===== config.mk =====
export PLATFORM = sky130hd
export DESIGN_NAME = object_filter_dedup_counter_core
export DESIGN_NICKNAME = d
export VERILOG_FILES = /design/src/design/ofdc_pkg.sv /design/src/design/ofdc_cmp.sv /design/src/design/ofdc_ring.sv /design/src/design/object_filter_dedup_counter_core.sv
export SDC_FILE = /design/constraint.sdc
export NUM_CORES = 1
export LEC_CHECK = 0
export ABC_AREA = 1
export BUFFER_PORTS_ARGS = -buffer_cell sky130_fd_sc_hd__buf_4
export CAP_MARGIN = 20
export CORE_MARGIN = 8
export CORE_UTILIZATION = 25
export CTS_BUF_LIST = sky130_fd_sc_hd__clkbuf_4 sky130_fd_sc_hd__clkbuf_8 sky130_fd_sc_hd__clkbuf_16
export DETAILED_ROUTE_END_ITERATION = 8
export PLACE_DENSITY_LB_ADDON = 0.12
export RECOVER_POWER = 100
export SYNTH_ARGS = -nofsm -noshare
export SYNTH_HDL_FRONTEND = slang
export SYNTH_SLANG_ARGS = --single-unit
export TNS_END_PERCENT = 100

===== constraint.sdc =====
create_clock -name clk_i -period 10.2 [get_ports clk_i]
set_clock_uncertainty 0.05 [all_clocks]
set_input_delay 2.04 -clock clk_i [delete_from_list [all_inputs] [get_ports clk_i]]
set_output_delay 2.04 -clock clk_i [all_outputs]
set_load 0.05 [all_outputs]

===== src/design/ofdc_pkg.sv =====
// ----------------------------------------------------------------------------
// ofdc_pkg
// Shared types and constants for the object filter / dedup counter.
// ----------------------------------------------------------------------------
package ofdc_pkg;

  // operand of the shared compare unit, wide enough for every value and limit
  localparam int unsigned OPND_W    = 18;
  localparam int unsigned FIELD_W   = 12;
  localparam int unsigned AGE_W     = 16;
  localparam int unsigned IN_ID_W   = 16;
  localparam int unsigned LIM_W     = 16;
  localparam int unsigned TOTAL_W   = 32;
  localparam int unsigned CFG_IDX_W = 3;
  localparam int unsigned CFG_DAT_W = 64;

  typedef logic signed [OPND_W-1:0] opnd_t;

  typedef enum logic [1:0] {
    CMP_GE,
    CMP_LE,
    CMP_GT,
    CMP_LT
  } cmp_op_e;

  // lim_mode: operand b is a limit (-1 disables, other negatives always fail)
  typedef struct packed {
    cmp_op_e op;
    logic    lim_mode;
  } cmp_ctl_t;

  typedef enum logic [CFG_IDX_W-1:0] {
    CFG_WIDTH_LIMITS  = 3'd0,
    CFG_HEIGHT_LIMITS = 3'd1,
    CFG_X_LIMITS      = 3'd2,
    CFG_Y_LIMITS      = 3'd3,
    CFG_MOTION_LIMITS = 3'd4,
    CFG_COUNT_BOX     = 3'd5
  } cfg_idx_e;

endpackage


===== src/design/ofdc_cmp.sv =====
// ----------------------------------------------------------------------------
// ofdc_cmp
// Shared signed compare unit, with optional limit semantics on operand b.
// ----------------------------------------------------------------------------
module ofdc_cmp
  import ofdc_pkg::*;
(
  input  opnd_t    a_i,
  input  opnd_t    b_i,
  input  cmp_ctl_t ctl_i,
  output logic     pass_o
);

  logic raw;

  always_comb begin
    case (ctl_i.op)
      CMP_GE:  raw = (a_i >= b_i);
      CMP_LE:  raw = (a_i <= b_i);
      CMP_GT:  raw = (a_i > b_i);
      CMP_LT:  raw = (a_i < b_i);
      default: raw = 1'b0;
    endcase
  end

  always_comb begin
    pass_o = raw;
    if (ctl_i.lim_mode) begin
      if (b_i == opnd_t'(-1)) begin
        pass_o = 1'b1;
      end else if (b_i < 0) begin
        pass_o = 1'b0;
      end
    end
  end

endmodule


===== src/design/ofdc_ring.sv =====
// ----------------------------------------------------------------------------
// ofdc_ring
// Ring of recently counted ids: one registered read, one write per cycle,
// valid bits cleared at reset, match against the current id.
// ----------------------------------------------------------------------------
module ofdc_ring
  import ofdc_pkg::*;
#(
  parameter int unsigned DEPTH = 16,
  parameter int unsigned KEY_W = 16,
  parameter int unsigned IDX_W = 4
) (
  input  logic             clk_i,
  input  logic             rst_ni,
  input  logic             rd_en_i,
  input  logic [IDX_W-1:0] rd_addr_i,
  input  logic [KEY_W-1:0] key_i,
  output logic             hit_o,
  input  logic             wr_en_i,
  input  logic [IDX_W-1:0] wr_addr_i,
  input  logic [KEY_W-1:0] wr_key_i
);

  logic [KEY_W-1:0] mem_q [DEPTH];
  logic [DEPTH-1:0] valid_q;
  logic [KEY_W-1:0] rd_key_q;
  logic             rd_vld_q;

  always_ff @(posedge clk_i) begin
    if (wr_en_i) begin
      mem_q[wr_addr_i] <= wr_key_i;
    end
    if (rd_en_i) begin
      rd_key_q <= mem_q[rd_addr_i];
    end
  end

  always_ff @(posedge clk_i or negedge rst_ni) begin
    if (!rst_ni) begin
      valid_q  <= '0;
      rd_vld_q <= 1'b0;
    end else begin
      if (wr_en_i) begin
        valid_q[wr_addr_i] <= 1'b1;
      end
      if (rd_en_i) begin
        rd_vld_q <= valid_q[rd_addr_i];
      end
    end
  end

  assign hit_o = rd_vld_q && (rd_key_q == key_i);

endmodule


===== src/design/object_filter_dedup_counter_core.sv =====
// ----------------------------------------------------------------------------
// object_filter_dedup_counter_core
// Filters tracked objects by id history, limits and a counting box, and keeps
// left-to-right and right-to-left totals.
// ----------------------------------------------------------------------------
// Usage:
//   input channel: one tracked object per word, taken when in_valid_i is high
//   and in_stall_o is low. in_stall_o stays high while a word is being worked.
//   output channel: one result word per input word (counted flag plus both
//   totals), taken when out_valid_o is high and out_stall_i is low.
//   config channel: cfg_valid_i/cfg_ready_o, register index and data; write
//   only while the block is idle. Unknown indexes are dropped.
// Flow: the id ring is scanned one entry per cycle through its registered
//   read port, then up to 14 limit and box checks run one per cycle through
//   the shared compare unit, then an update step that waits for the output
//   register to be free. A duplicate id skips the checks and a failing check
//   ends them early. The next word is taken the cycle after the result is
//   loaded.
// Stall: the finished result waits in the output register; a new word can be
//   accepted meanwhile, but its update waits until the register is free.
// Reset: all limits disabled, counting box zero, ring valid bits, slot
//   pointer and totals cleared.
// ----------------------------------------------------------------------------
module object_filter_dedup_counter_core
  import ofdc_pkg::*;
#(
  parameter int unsigned RING_DEPTH = 16,
  parameter int unsigned ID_BITS    = 16
) (
  input  logic                 clk_i,
  input  logic                 rst_ni,

  input  logic                 in_valid_i,
  output logic                 in_stall_o,
  input  logic [IN_ID_W-1:0]   object_id_i,
  input  logic [AGE_W-1:0]     age_frames_i,
  input  logic [FIELD_W-1:0]   point_x_i,
  input  logic [FIELD_W-1:0]   point_y_i,
  input  logic [FIELD_W-1:0]   start_x_i,
  input  logic [FIELD_W-1:0]   box_left_i,
  input  logic [FIELD_W-1:0]   box_top_i,
  input  logic [FIELD_W-1:0]   box_width_i,
  input  logic [FIELD_W-1:0]   box_height_i,
  input  logic                 moving_right_i,

  output logic                 out_valid_o,
  input  logic                 out_stall_i,
  output logic                 counted_o,
  output logic [TOTAL_W-1:0]   rightward_total_o,
  output logic [TOTAL_W-1:0]   leftward_total_o,

  input  logic                 cfg_valid_i,
  output logic                 cfg_ready_o,
  input  logic [CFG_IDX_W-1:0] cfg_index_i,
  input  logic [CFG_DAT_W-1:0] cfg_data_i
);

  localparam int unsigned KEY_W = (ID_BITS < IN_ID_W) ? ID_BITS : IN_ID_W;
  localparam int unsigned IDX_W = (RING_DEPTH > 1) ? $clog2(RING_DEPTH) : 1;
  localparam int unsigned CNT_W = $clog2(RING_DEPTH + 1);

  typedef enum logic [1:0] {
    ST_IDLE,
    ST_SCAN,
    ST_CHECK,
    ST_UPDATE
  } state_e;

  typedef enum logic [3:0] {
    STEP_AGE      = 4'd0,
    STEP_TRAVEL   = 4'd1,
    STEP_W_MIN    = 4'd2,
    STEP_H_MIN    = 4'd3,
    STEP_W_MAX    = 4'd4,
    STEP_H_MAX    = 4'd5,
    STEP_X_MIN    = 4'd6,
    STEP_Y_MIN    = 4'd7,
    STEP_X_MAX    = 4'd8,
    STEP_Y_MAX    = 4'd9,
    STEP_BOX_L    = 4'd10,
    STEP_BOX_R    = 4'd11,
    STEP_BOX_T    = 4'd12,
    STEP_BOX_B    = 4'd13
  } step_e;

  // configuration
  logic [31:0]          width_lim_q, height_lim_q, x_lim_q, y_lim_q, motion_lim_q;
  logic [CFG_DAT_W-1:0] count_box_q;

  // held input word
  logic [KEY_W-1:0]   id_q;
  logic [AGE_W-1:0]   age_q;
  logic [FIELD_W-1:0] px_q, py_q, sx_q, bl_q, bt_q, bw_q, bh_q;
  logic               right_q;

  // control
  state_e             state_q, state_d;
  logic [CNT_W-1:0]   cnt_q, cnt_d;
  logic               rd_chk_q, rd_chk_d;
  logic               dup_q, dup_d;
  step_e              step_q, step_d;
  logic               pass_q, pass_d;
  logic [IDX_W-1:0]   wr_slot_q, wr_slot_d;
  logic [TOTAL_W-1:0] rcnt_q, rcnt_d, lcnt_q, lcnt_d;
  logic               out_vld_q, out_vld_d;
  logic               out_cnt_q, out_cnt_d;

  logic     in_fire, upd_fire;
  logic     ring_rd_en, ring_wr_en, ring_hit;
  opnd_t    cmp_a, cmp_b;
  cmp_ctl_t cmp_ctl;
  logic     cmp_pass;

  logic [FIELD_W-1:0] travel;
  logic [FIELD_W:0]   right_edge, bottom_edge;

  assign in_stall_o  = (state_q != ST_IDLE);
  assign in_fire     = in_valid_i && !in_stall_o;
  assign cfg_ready_o = 1'b1;

  assign out_valid_o       = out_vld_q;
  assign counted_o         = out_cnt_q;
  assign rightward_total_o = rcnt_q;
  assign leftward_total_o  = lcnt_q;

  // config writes
  always_ff @(posedge clk_i or negedge rst_ni) begin
    if (!rst_ni) begin
      width_lim_q  <= '1;
      height_lim_q <= '1;
      x_lim_q      <= '1;
      y_lim_q      <= '1;
      motion_lim_q <= '1;
      count_box_q  <= '0;
    end else if (cfg_valid_i && cfg_ready_o) begin
      unique case (cfg_idx_e'(cfg_index_i))
        CFG_WIDTH_LIMITS:  width_lim_q  <= cfg_data_i[31:0];
        CFG_HEIGHT_LIMITS: height_lim_q <= cfg_data_i[31:0];
        CFG_X_LIMITS:      x_lim_q      <= cfg_data_i[31:0];
        CFG_Y_LIMITS:      y_lim_q      <= cfg_data_i[31:0];
        CFG_MOTION_LIMITS: motion_lim_q <= cfg_data_i[31:0];
        CFG_COUNT_BOX:     count_box_q  <= cfg_data_i;
        default: ;
      endcase
    end
  end

  // input word capture
  always_ff @(posedge clk_i) begin
    if (in_fire) begin
      id_q    <= object_id_i[KEY_W-1:0];
      age_q   <= age_frames_i;
      px_q    <= point_x_i;
      py_q    <= point_y_i;
      sx_q    <= start_x_i;
      bl_q    <= box_left_i;
      bt_q    <= box_top_i;
      bw_q    <= box_width_i;
      bh_q    <= box_height_i;
      right_q <= moving_right_i;
    end
  end

  ofdc_ring #(
    .DEPTH (RING_DEPTH),
    .KEY_W (KEY_W),
    .IDX_W (IDX_W)
  ) u_ring (
    .clk_i     (clk_i),
    .rst_ni    (rst_ni),
    .rd_en_i   (ring_rd_en),
    .rd_addr_i (cnt_q[IDX_W-1:0]),
    .key_i     (id_q),
    .hit_o     (ring_hit),
    .wr_en_i   (ring_wr_en),
    .wr_addr_i (wr_slot_q),
    .wr_key_i  (id_q)
  );

  function automatic opnd_t lim_half(input logic [LIM_W-1:0] h);
    return opnd_t'(signed'(h));
  endfunction

  function automatic opnd_t uval(input logic [LIM_W-1:0] v);
    return opnd_t'({2'b00, v});
  endfunction

  assign travel      = (px_q >= sx_q) ? (px_q - sx_q) : (sx_q - px_q);
  assign right_edge  = {1'b0, bl_q} + {1'b0, bw_q};
  assign bottom_edge = {1'b0, bt_q} + {1'b0, bh_q};

  // operand select for the current check
  always_comb begin
    cmp_a   = '0;
    cmp_b   = '0;
    cmp_ctl = '{op: CMP_GE, lim_mode: 1'b1};
    unique case (step_q)
      STEP_AGE: begin
        cmp_a   = uval(age_q);
        cmp_b   = lim_half(motion_lim_q[15:0]);
        cmp_ctl = '{op: CMP_GT, lim_mode: 1'b1};
      end
      STEP_TRAVEL: begin
        cmp_a = uval(LIM_W'(travel));
        cmp_b = lim_half(motion_lim_q[31:16]);
      end
      STEP_W_MIN: begin
        cmp_a = uval(LIM_W'(bw_q));
        cmp_b = lim_half(width_lim_q[15:0]);
      end
      STEP_H_MIN: begin
        cmp_a = uval(LIM_W'(bh_q));
        cmp_b = lim_half(height_lim_q[15:0]);
      end
      STEP_W_MAX: begin
        cmp_a   = uval(LIM_W'(bw_q));
        cmp_b   = lim_half(width_lim_q[31:16]);
        cmp_ctl = '{op: CMP_LE, lim_mode: 1'b1};
      end
      STEP_H_MAX: begin
        cmp_a   = uval(LIM_W'(bh_q));
        cmp_b   = lim_half(height_lim_q[31:16]);
        cmp_ctl = '{op: CMP_LE, lim_mode: 1'b1};
      end
      STEP_X_MIN: begin
        cmp_a = uval(LIM_W'(bl_q));
        cmp_b = lim_half(x_lim_q[15:0]);
      end
      STEP_Y_MIN: begin
        cmp_a = uval(LIM_W'(bt_q));
        cmp_b = lim_half(y_lim_q[15:0]);
      end
      STEP_X_MAX: begin
        cmp_a   = uval(LIM_W'(right_edge));
        cmp_b   = lim_half(x_lim_q[31:16]);
        cmp_ctl = '{op: CMP_LE, lim_mode: 1'b1};
      end
      STEP_Y_MAX: begin
        cmp_a   = uval(LIM_W'(bottom_edge));
        cmp_b   = lim_half(y_lim_q[31:16]);
        cmp_ctl = '{op: CMP_LE, lim_mode: 1'b1};
      end
      STEP_BOX_L: begin
        cmp_a   = uval(LIM_W'(px_q));
        cmp_b   = uval(count_box_q[15:0]);
        cmp_ctl = '{op: CMP_GT, lim_mode: 1'b0};
      end
      STEP_BOX_R: begin
        cmp_a   = uval(LIM_W'(px_q));
        cmp_b   = uval(count_box_q[47:32]);
        cmp_ctl = '{op: CMP_LT, lim_mode: 1'b0};
      end
      STEP_BOX_T: begin
        cmp_a   = uval(LIM_W'(py_q));
        cmp_b   = uval(count_box_q[31:16]);
        cmp_ctl = '{op: CMP_GT, lim_mode: 1'b0};
      end
      STEP_BOX_B: begin
        cmp_a   = uval(LIM_W'(py_q));
        cmp_b   = uval(count_box_q[63:48]);
        cmp_ctl = '{op: CMP_LT, lim_mode: 1'b0};
      end
      default: ;
    endcase
  end

  ofdc_cmp u_cmp (
    .a_i    (cmp_a),
    .b_i    (cmp_b),
    .ctl_i  (cmp_ctl),
    .pass_o (cmp_pass)
  );

  assign upd_fire = (state_q == ST_UPDATE) && (!out_vld_q || !out_stall_i);

  always_comb begin
    state_d    = state_q;
    cnt_d      = cnt_q;
    rd_chk_d   = 1'b0;
    dup_d      = dup_q;
    step_d     = step_q;
    pass_d     = pass_q;
    wr_slot_d  = wr_slot_q;
    rcnt_d     = rcnt_q;
    lcnt_d     = lcnt_q;
    out_vld_d  = out_vld_q;
    out_cnt_d  = out_cnt_q;
    ring_rd_en = 1'b0;
    ring_wr_en = 1'b0;

    if (out_vld_q && !out_stall_i) begin
      out_vld_d = 1'b0;
    end

    unique case (state_q)
      ST_IDLE: begin
        if (in_fire) begin
          state_d = ST_SCAN;
          cnt_d   = '0;
          dup_d   = 1'b0;
        end
      end
      ST_SCAN: begin
        // read data arrives in the cycle after its address
        if (rd_chk_q && ring_hit) begin
          dup_d = 1'b1;
        end
        if (cnt_q < CNT_W'(RING_DEPTH)) begin
          ring_rd_en = 1'b1;
          rd_chk_d   = 1'b1;
          cnt_d      = cnt_q + 1'b1;
        end else if (dup_q || (rd_chk_q && ring_hit)) begin
          pass_d  = 1'b0;
          state_d = ST_UPDATE;
        end else begin
          pass_d  = 1'b1;
          step_d  = STEP_AGE;
          state_d = ST_CHECK;
        end
      end
      ST_CHECK: begin
        if (!cmp_pass) begin
          pass_d  = 1'b0;
          state_d = ST_UPDATE;
        end else if (step_q == STEP_BOX_B) begin
          state_d = ST_UPDATE;
        end else begin
          step_d = step_e'(step_q + 1'b1);
        end
      end
      ST_UPDATE: begin
        if (upd_fire) begin
          out_vld_d = 1'b1;
          out_cnt_d = pass_q;
          if (pass_q) begin
            ring_wr_en = 1'b1;
            if (right_q) begin
              rcnt_d = rcnt_q + 1'b1;
            end else begin
              lcnt_d = lcnt_q + 1'b1;
            end
            wr_slot_d = (wr_slot_q == IDX_W'(RING_DEPTH - 1)) ? '0 : wr_slot_q + 1'b1;
          end
          state_d = ST_IDLE;
        end
      end
      default: state_d = ST_IDLE;
    endcase
  end

  always_ff @(posedge clk_i or negedge rst_ni) begin
    if (!rst_ni) begin
      state_q   <= ST_IDLE;
      cnt_q     <= '0;
      rd_chk_q  <= 1'b0;
      dup_q     <= 1'b0;
      step_q    <= STEP_AGE;
      pass_q    <= 1'b0;
      wr_slot_q <= '0;
      rcnt_q    <= '0;
      lcnt_q    <= '0;
      out_vld_q <= 1'b0;
      out_cnt_q <= 1'b0;
    end else begin
      state_q   <= state_d;
      cnt_q     <= cnt_d;
      rd_chk_q  <= rd_chk_d;
      dup_q     <= dup_d;
      step_q    <= step_d;
      pass_q    <= pass_d;
      wr_slot_q <= wr_slot_d;
      rcnt_q    <= rcnt_d;
      lcnt_q    <= lcnt_d;
      out_vld_q <= out_vld_d;
      out_cnt_q <= out_cnt_d;
    end
  end

  // the last ring entry must still be checked when the scan ends
  a_scan_end_checked: assert property (@(posedge clk_i) disable iff (!rst_ni)
    (state_q == ST_SCAN && cnt_q == CNT_W'(RING_DEPTH)) |-> rd_chk_q)
    else $error("scan ended without checking the last ring entry");

  // a rejected object leaves both totals untouched
  a_reject_keeps_totals: assert property (@(posedge clk_i) disable iff (!rst_ni)
    (upd_fire && !pass_q) |=> ($stable(rcnt_q) && $stable(lcnt_q)))
    else $error("total changed for an object that was not counted");

  // a counted object moves exactly one total (the ring slot advance is not checked here)
  a_count_moves_total: assert property (@(posedge clk_i) disable iff (!rst_ni)
    (upd_fire && pass_q) |=> ((rcnt_q != $past(rcnt_q)) != (lcnt_q != $past(lcnt_q))))
    else $error("counted object did not advance exactly one total");

  // a pending result is never overwritten by the next update
  a_no_result_overwrite: assert property (@(posedge clk_i) disable iff (!rst_ni)
    (out_vld_q && out_stall_i) |=> (out_vld_q && $stable(out_cnt_q)))
    else $error("stalled result lost or overwritten");

endmodule

==> flow_metrics.env, run 1 <==
export IMPL_coreArea_um2=131000
export IMPL_critPathCaptureType="flop"
export IMPL_slew_headroom_pct=-251
export IMPL_clock_fmax_mhz=150
export IMPL_dpl_worst_slack_ns=5.02
export IMPL_synthFlopType="edfxtp_1"
export IMPL_grt_pass1_vias=24200
export IMPL_ant_nets=0
export IMPL_die_area_um2=143000
export IMPL_hold_class="reg -> reg"
export IMPL_dieHeight_um=379
export IMPL_crit_required_ns=10.34
export IMPL_irDropWorstVdd_mv=0.137
export IMPL_num_io_pins=257
export IMPL_ys_ff_latch=714
export IMPL_synth_nets=3500
export IMPL_cts_buffers=88
export IMPL_netlist_area_um2=32900
export IMPL_combPwrFrac_pct=26.1
export IMPL_clockRootBuffer="clkbuf_16"
export IMPL_routed_via_count=24000
export IMPL_synth_enable_flop_cells=389
export IMPL_hold_viol=0
export IMPL_p_switching_mw=3.34
export IMPL_worstSetupStartpointType="primary input"
export IMPL_instances_no_fill=5282
export IMPL_dp_hpwl_um=71100
export IMPL_place_area_um2=36800
export IMPL_area_growth_pct=19.1
export IMPL_seqPwrFrac_pct=40.8
export IMPL_viasPerCell=4.54
export IMPL_clock_sinks=714
export IMPL_antenna_found_initial=6
export IMPL_track_usage_pct=15.1
export IMPL_status="finished with violations"
export IMPL_fp_dieW_um=379
export IMPL_overflow=0
export IMPL_violations="capacitance limit, slew limit"
export IMPL_dr_first_iter_drc_count=1569
export IMPL_ys_types=59
export IMPL_gp_congestion=0.815
export IMPL_power_frac_clock_pct=33.1
export IMPL_p_leak_nw=16.0
export IMPL_stdcell_area_um2=39100
export IMPL_portBuffers=255
export IMPL_layout_setup_ws_ns=3.53
export IMPL_holdBufCountCts=0
export IMPL_dp_cells=5116
export IMPL_rsz0062_at_grt="false"
export IMPL_yosysSeqAreaShare_pct=60.9
export IMPL_yosysWarnings=0
export IMPL_period_share_pct=65.4
export IMPL_post_cts_buffers=0
export IMPL_row_count=133
export IMPL_wire_per_inst_um=20.8
export IMPL_setup_viol=0
export IMPL_htree_levels=3
export IMPL_worst_pin_slew_ns=5.27
export IMPL_worst_path_max_fanout=69
export IMPL_syn_area_per_cell_um2=10.2
export IMPL_ctsResizeCount=0
export IMPL_clkTransAtPathRegs_ns=0.05
export IMPL_synthCells=3228
export IMPL_cap_violations=29
export IMPL_fin_crit_ns=6.67
export IMPL_cts_tree="built"
export IMPL_grt_start_max_net_pins=128
export IMPL_pwr_density_cell_nw_per_um2=246
export IMPL_routed_wl_um=110000
export IMPL_grt_pass1_wl_um=164000
export IMPL_drv_slew=1066
export IMPL_async_flop_share_pct=45.5
export IMPL_setup_tns_final_ns=0
export IMPL_first_pass_iters=7
export IMPL_drive_gt1_share_pct=16.3
export IMPL_cts_buffer_depth=3
export IMPL_intPower_mw=6.30
export IMPL_nets=3724
export IMPL_crit_type="in -> reg"
export IMPL_switching_share_pct=34.7
export IMPL_arrival_ns=6.81
export IMPL_start_util_pct=25.1
export IMPL_clk_latency_ns=0.69
export IMPL_drcViolationCount=0
[state kept, by name, indices dropped and copies added, names as in the netlist, 32 cells and up]
register	count
u_ring.mem_q	256
leftward_total_o	32
y_lim_q	32
count_box_q	64
motion_lim_q	32
x_lim_q	32
width_lim_q	32
rightward_total_o	32
height_lim_q	32
[per-layer routing]
layer | vias up | part of all wire (%) | global-route usage [%]
met5 | - | 0.041 | 0
met3 | 146 | 4.6 | 3.04
li1 | 11600 | - | -
met1 | 11800 | 46 | 20.5
met4 | 8 | 2.7 | 4.36
met2 | 514 | 46 | 24.5
[path summary, 6_finish.rpt]
path	from	depth (start not counted)	to	slack [ns]
min	u_ring.valid_q[3]	2	u_ring.valid_q[3]	0.41
min in group asynchronous	rst_ni	1	count_box_q[46]	3.25
max	in_valid_i	4	bw_q[1]	3.53
max in group asynchronous	rst_ni	1	count_box_q[0]	3.90
min reg2reg	u_ring.valid_q[3]	2	u_ring.valid_q[3]	0.41
max reg2reg	cnt_q[0]	7	u_ring.rd_vld_q	3.90
[Yosys cell counts (4+ instances only)]
master	number	area, um^2
a211oi_1	7	52.6
a21boi_0	4	30.0
a21oi_1	65	325
a221oi_1	11	96.3
a22o_1	5	43.8
a31oi_1	6	37.5
buf_1	21	78.8
buf_2	23	115
buf_4	5	37.5
clkbuf_1	105	394
dfrtp_1	165	4130
dfstp_2	160	4200
edfxtp_1	389	11700
fa_1	4	80.1
ha_1	79	988
inv_1	219	822
inv_2	4	15.0
mux2_2	32	360
mux2i_1	28	280
nand2_1	713	2680
nand3_1	197	986
nand3b_1	4	30.0
nand4_1	87	544
nor2_1	317	1190
nor2_2	8	50.1
nor3_1	19	95.1
nor4_1	5	31.3
o211ai_1	6	45.0
o21ai_0	323	1620
o21bai_1	4	30.0
o221ai_1	30	263
o22ai_1	5	31.3
o32ai_1	36	315
or2_2	19	119
xnor2_1	30	263
xor2_1	57	499
[worst max-delay path: stages]
cell and delay, ns:
clkbuf_1 0.30, nand2_1 0.14, clkinvlp_2 1.54, clkbuf_1 2.67
[through the flow]
stage          power [mW]  util, %  hold WS (ns)
4_1_cts              9.83     30.3         0.409
6_report             9.64     29.9         0.406
3_3_place_gp         6.56     28.1         0.392
5_1_grt              10.2     29.9         0.423
2_1_floorplan        5.54        -         0.378
3_5_place_dp         6.55     28.1         0.396
[final cells by class]
| type | instances | area, um^2 |
|---|---|---|
| diodes | 1 | 2.50 |
| clock buffers | 127 | 2610 |
| clock inverters | 37 | 335 |
| fillers | 13800 | 91800 |
| inverters | 226 | 851 |
| multi-input cells | 2133 | 11300 |
| flip-flops and latches | 714 | 20000 |
| well taps | 1755 | 2200 |
| repair buffers | 289 | 1810 |
[cell families (layout without fill, tap and decap cells)]
logic type	after synthesis	count (layout)	synth area share, %
flip-flops	714	714	60.9
buffers and inverters	381	679	4.52
other	1	2	0.0114
multiplexers	60	60	1.95
AO/OA/AOI/OAI	515	515	9.11
AND/OR/NAND/NOR	1387	1387	17.9
XOR/XNOR	87	87	2.32
adder cells (fa/ha/maj)	83	83	3.25
[cell usage in the layout, fill, tap and decap left out, types with 14 or more instances in the layout]
cell type and n:
clkinv_1 14, buf_4 85, o32ai_1 36, clkbuf_4 123, ha_1 76, or2_2 19, inv_1 219, mux2i_1 28
nand4_1 88, nand2_1 712, nand3_1 197, clkbuf_16 90, dfstp_2 160, mux2_2 32, nor3_1 23, edfxtp_1 389
a21oi_1 65, xor2_1 57, o21ai_0 323, dfrtp_1 162, o221ai_1 30, nor2_1 317, clkbuf_1 103, xnor2_1 30
[power by group through the flow]
stage	sequential [mW]	combinational, mW	clock [mW]
5_1_grt	3.99	2.85	3.41
3_5_place_dp	3.98	2.58	0
4_1_cts	3.93	2.59	3.32
2_1_floorplan	3.83	1.71	0
3_3_place_gp	3.99	2.58	0
6_report	3.93	2.52	3.19
Power figures use the tool's default switching activity.
==> run 2, diff against run 1 <==
==> constraint.sdc (replaced) <==
create_clock -name clk_i -period 6.6 [get_ports clk_i]
set_clock_uncertainty 0.05 [all_clocks]
set_input_delay 1.32 -clock clk_i [delete_from_list [all_inputs] [get_ports clk_i]]
set_output_delay 1.32 -clock clk_i [all_outputs]
set_load 0.05 [all_outputs]
==> run 2 against run 1 <==
Against the previous run: the run still ends with capacitance limit, slew limit left; cell count about the same; combinational power increased by 54%; highest routed layer unchanged; flip-flop and latch count unchanged.
==> flow_metrics.env, run 2 (synthesized netlist as in run 1, its figures left out) <==
export IMPL_crit_path_frequent_cell="nand2_1"
export IMPL_cts_buffers=87
export IMPL_grt_pass1_vias=24400
export IMPL_rsz0062_at_grt="false"
export IMPL_layout_common_cells="nand2_1 (711), edfxtp_1 (389), o21ai_0 (324)"
export IMPL_clk_latency_ns=0.69
export IMPL_ctsResizeCount=0
export IMPL_routed_wl_um=110000
export IMPL_gp_congestion=0.841
export IMPL_holdBufCountCts=0
export IMPL_worstSetupStartpointType="flop"
export IMPL_worstSetupEndpoint="step_q[3]"
export IMPL_hold_viol=0
export IMPL_clockRootBuffer="clkbuf_16"
export IMPL_fin_crit_ns=5.35
export IMPL_critPathCaptureType="flop"
export IMPL_drive_gt1_share_pct=16.2
export IMPL_portBuffers=255
export IMPL_grt_start_max_net_pins=110
export IMPL_cap_violations=28
export IMPL_layout_commonest_cell="nand2_1"
export IMPL_row_count=133
export IMPL_regMostFlops="u_ring.mem_q"
export IMPL_slew_headroom_pct=-155
export IMPL_num_io_pins=257
export IMPL_power_frac_clock_pct=32.5
export IMPL_cts_buffer_depth=3
export IMPL_pwr_density_cell_nw_per_um2=378
export IMPL_p_switching_mw=5.14
export IMPL_wire_per_inst_um=20.9
export IMPL_crit_required_ns=7.10
export IMPL_slowest_stage="nor2_1"
export IMPL_overflow=0
export IMPL_whs_ns=0.406
export IMPL_reg2reg_from="step_q[0]"
export IMPL_dr_first_iter_drc_count=1502
export IMPL_coreArea_um2=131000
export IMPL_worst_pin_slew_ns=3.82
export IMPL_layout_setup_ws_ns=1.25
export IMPL_clock_fmax_mhz=187
export IMPL_reg2regPathDepth=27
export IMPL_cp_num_buf_inv=3
export IMPL_worst_path_max_fanout=35
export IMPL_reg_top3="u_ring.mem_q x256, count_box_q x64"
export IMPL_intPower_mw=9.64
export IMPL_post_cts_buffers=0
export IMPL_multi_input_area_um2=11300
export IMPL_reg2reg_to="step_q[3]"
export IMPL_p_leak_nw=16.0
export IMPL_hold_class="reg -> reg"
export IMPL_seqPwrFrac_pct=41.2
export IMPL_start_util_pct=25.1
export IMPL_clkTransAtPathRegs_ns=0.06
export IMPL_crit_type="reg -> reg"
export IMPL_setup_viol=0
export IMPL_dieHeight_um=379
export IMPL_cp_startpoint="step_q[0]"
export IMPL_die_area_um2=143000
export IMPL_fp_dieW_um=379
export IMPL_drcViolationCount=0
export IMPL_irDropWorstVdd_mv=0.193
export IMPL_antenna_found_initial=11
export IMPL_cts_tree="built"
export IMPL_combPwrFrac_pct=26.2
export IMPL_first_pass_iters=6
export IMPL_viasPerCell=4.54
export IMPL_setup_tns_final_ns=0
export IMPL_reg2reg_slack_ns=1.25
export IMPL_routed_via_count=24000
export IMPL_switching_share_pct=34.8
export IMPL_htree_levels=3
export IMPL_fillCellCount=13900
export IMPL_ant_nets=0
export IMPL_largest_reg_flops=256
export IMPL_critical_path_top_delay_family="simple AND/OR/NAND/NOR gates"
export IMPL_dp_hpwl_um=72200
export IMPL_violations="capacitance limit, slew limit"
export IMPL_regArea_um2=20000
export IMPL_arrival_ns=5.85
export IMPL_crit_cells=27
export IMPL_period_share_pct=81.1
export IMPL_slowest_delay_ns=0.86
export IMPL_nets=3723
export IMPL_grt_pass1_wl_um=164000
export IMPL_area_growth_pct=18.8
export IMPL_track_usage_pct=15.2
export IMPL_dpl_worst_slack_ns=1.75
export IMPL_clock_sinks=714
export IMPL_status="finished with violations"
export IMPL_drv_slew=942
run 2: cell count changes in the layout (fill, tap and decap cells not counted), sizes merged:
cell	delta
clkinvlp	+1
inv	-2
buf	+2
clkbuf	-5
diode	+2
run 2: tightest hold or removal path: stages, from the launching register on:
cell     delay, ns
dfrtp_1       0.32
inv_1         0.04
o21ai_0       0.06
run 2: routing by layer:
metal	vias up	track usage (%)	wire length, um
met3	182	3.66	5890
met2	542	24.1	50400
met4	16	4.99	3500
li1	11600	-	-
met1	11700	20.4	50600
met5	-	0	105
run 2: how the worst min path moves through the flow:
| stage | start | end | slack, ns | cells after the start |
|---|---|---|---|---|
| 4_1_cts | u_ring.valid_q[1] | u_ring.valid_q[1] | 0.41 | 2 |
| 5_1_grt | u_ring.valid_q[14] | u_ring.valid_q[14] | 0.43 | 1 |
| 2_1_floorplan | u_ring.valid_q[3] | u_ring.valid_q[3] | 0.38 | 2 |
| 3_5_place_dp | u_ring.valid_q[1] | u_ring.valid_q[1] | 0.40 | 2 |
| 3_3_place_gp | u_ring.valid_q[8] | u_ring.valid_q[8] | 0.39 | 1 |
| 6_report | u_ring.valid_q[1] | u_ring.valid_q[1] | 0.41 | 2 |
run 2: layout make-up:
class                           instances  share of cell area [%]
Sequential cell                       714                    51.3
Clock inverter                         36                   0.839
Antenna cell                            3                  0.0192
Tap cell                             1755                    5.62
Timing Repair Buffer                  289                    4.61
Inverter                              226                    2.18
Clock buffer                          124                    6.44
Multi-Input combinational cell       2133                    29.0
run 2: per-stage QoR:
| step | power, mW | area [um^2] | utilization [%] | cells |
|---|---|---|---|---|
| 3_3_place_gp | 10.1 | 36800 | 28.1 | 5116 |
| 5_1_grt | 15.7 | 39000 | 29.8 | 5277 |
| 6_report | 14.8 | 39100 | 29.8 | 5280 |
| 4_1_cts | 15.1 | 39700 | 30.3 | 5277 |
| 2_1_floorplan | 8.56 | 32900 | - | 3228 |
| 3_5_place_dp | 10.1 | 36800 | 28.1 | 5117 |
run 2: power groups by stage:
stage | Combinational, mW | Clock, mW | Sequential (mW)
after floorplan | 2.64 | 0 | 5.92
after CTS | 3.98 | 5.00 | 6.09
final | 3.87 | 4.81 | 6.10
after global routing | 4.41 | 5.14 | 6.18
after global placement | 3.98 | 0 | 6.17
after detailed placement | 3.96 | 0 | 6.16
==> run 3, diff against run 2 <==
==> constraint.sdc (replaced) <==
create_clock -name clk_i -period 4.44 [get_ports clk_i]
set_clock_uncertainty 0.05 [all_clocks]
set_input_delay 0.888 -clock clk_i [delete_from_list [all_inputs] [get_ports clk_i]]
set_output_delay 0.888 -clock clk_i [all_outputs]
set_load 0.05 [all_outputs]
==> run 3 against run 2 <==
Against the previous run: power rose by 53%; the run still ends with capacitance limit, slew limit left; critical path type unchanged; setup slack got worse by 0.80 ns; global-route usage fell by 0.15 points; combinational power rose by 55%; largest cell class unchanged; count of clock-buffer cells in the layout did not move; die area did not move; cell area rose by 1.5%; highest routed layer is now met4.
==> flow_metrics.env, run 3 (synthesized netlist as in run 1, its figures left out) <==
export IMPL_row_count=133
export IMPL_reg_top3="u_ring.mem_q x256, count_box_q x64"
export IMPL_dr_first_iter_drc_count=1492
export IMPL_portBuffers=255
export IMPL_status="finished with violations"
export IMPL_routed_via_count=24100
export IMPL_grt_start_max_net_pins=85
export IMPL_routed_wl_um=110000
export IMPL_clk_latency_ns=0.68
export IMPL_clockRootBuffer="clkbuf_16"
export IMPL_layout_common_cells="nand2_1 (711), edfxtp_1 (389), o21ai_0 (322)"
export IMPL_period_share_pct=89.8
export IMPL_htree_levels=3
export IMPL_drcViolationCount=0
export IMPL_critPathCaptureType="flop"
export IMPL_reg2reg_slack_ns=0.45
export IMPL_holdBufCountCts=0
export IMPL_clock_sinks=714
export IMPL_dp_hpwl_um=73500
export IMPL_dp_cells=5156
export IMPL_grt_pass1_wl_um=164000
export IMPL_slowest_delay_ns=1.27
export IMPL_grt_pass1_vias=24200
export IMPL_slew_headroom_pct=-125
export IMPL_crit_type="reg -> reg"
export IMPL_hold_class="in -> reg"
export IMPL_drive_gt1_share_pct=17.6
export IMPL_regMostFlops="u_ring.mem_q"
export IMPL_violations="capacitance limit, slew limit"
export IMPL_antenna_found_initial=5
export IMPL_area_growth_pct=20.6
export IMPL_cp_cell_sequence="clkinvlp_2, clkbuf_2, nor2_1, o32ai_1, o211ai_1, nand3_1"
export IMPL_worst_path_max_fanout=84
export IMPL_setup_tns_final_ns=0
export IMPL_arrival_ns=4.33
export IMPL_drv_slew=872
export IMPL_p_total_mw=22.6
export IMPL_first_pass_iters=5
export IMPL_nets=3766
export IMPL_ant_nets=0
export IMPL_cts_buffer_depth=3
export IMPL_coreArea_um2=131000
export IMPL_overflow=0
export IMPL_clkTransAtPathRegs_ns=0.06
export IMPL_track_usage_pct=15.1
export IMPL_die_area_um2=143000
export IMPL_wire_per_inst_um=20.6
export IMPL_fp_dieW_um=379
export IMPL_setup_viol=0
export IMPL_worst_pin_slew_ns=3.37
export IMPL_start_util_pct=25.1
export IMPL_crit_required_ns=4.79
export IMPL_hold_viol=0
export IMPL_fin_crit_ns=3.99
export IMPL_cts_buffers=88
export IMPL_largest_reg_flops=256
export IMPL_viasPerCell=4.53
export IMPL_cp_num_buf_inv=2
export IMPL_cts_tree="built"
export IMPL_irDropWorstVdd_mv=0.323
export IMPL_clock_fmax_mhz=251
export IMPL_num_io_pins=257
export IMPL_worstSetupStartpointType="flop"
export IMPL_layout_commonest_cell="nand2_1"
export IMPL_p_leak_nw=16.3
export IMPL_dieHeight_um=379
export IMPL_whs_ns=0.364
export IMPL_slowest_stage="clkbuf_2"
export IMPL_instances_no_fill=5327
export IMPL_cap_violations=20
export IMPL_critical_path_top_delay_family="buffers and inverters"
export IMPL_rsz0062_at_grt="false"
export IMPL_pwr_density_cell_nw_per_um2=569
export IMPL_fillCellCount=13900
export IMPL_gp_congestion=0.829
## run 3: cell count changes in the layout (fill, tap and decap cells not counted), sizes merged
cell and delta:
buf +24, bufinv +5, clkbuf +18, clkinv -1
clkinvlp +3, diode -1, inv -1
## run 3: path summary, 6_finish.rpt
path / start / endpoint / depth (start not counted)
min in group asynchronous: rst_ni / count_box_q[10] / 1
worst min-delay path: box_height_i[5] / bh_q[5] / 1
worst min register to register: u_ring.valid_q[9] / u_ring.valid_q[9] / 2
worst max-delay path: cnt_q[0] / u_ring.rd_key_q[9] / 6
max in group asynchronous: rst_ni / rightward_total_o[16] / 2
worst max register to register: cnt_q[0] / u_ring.rd_key_q[9] / 6
## run 3: routing by layer
| metal | global-route usage, % | vias up | routed length [um] |
|---|---|---|---|
| met1 | 20.8 | 11800 | 51100 |
| li1 | - | 11700 | - |
| met3 | 2.93 | 127 | 5280 |
| met5 | 0 | - | 0 |
| met2 | 24.3 | 507 | 51000 |
| met4 | 3.68 | 0 | 2490 |
## run 3: final cells by class
class                   instances  area (um^2)  area share [%]
flip-flops and latches        714        20000            50.5
multi-input cells            2133        11400            28.7
clock buffers                 124         2590            6.54
well taps                    1755         2200            5.54
repair buffers                331         2100            5.29
inverters                     226          856            2.16
clock inverters                42          495            1.25
diodes                          2         5.00          0.0126
## run 3: per-stage QoR
stage	instance area [um^2]	util, %	setup slack (ns)
3_3_place_gp	37100	28.3	-0.0444
4_1_cts	40200	30.7	0.0870
5_1_grt	39600	30.3	0.0125
2_1_floorplan	32900	-	0.321
3_5_place_dp	37100	28.3	0.00339
6_report	39600	30.3	0.451
## run 3: report_power, final
group	internal [mW]	leakage, nW	switching (mW)	total [mW]
clock network	4.62	1.54	3.01	7.63
registers	8.26	7.31	0.695	8.95
logic	1.99	7.43	3.99	5.98
## run 3: timing repair
action / CTS / global route
resized for setup: 1 / 13
setup endpoints to repair: 2 / 7
hold endpoints to repair: 0 / 0
pin swaps: 0 / 1
buffers inserted: 0 / 3
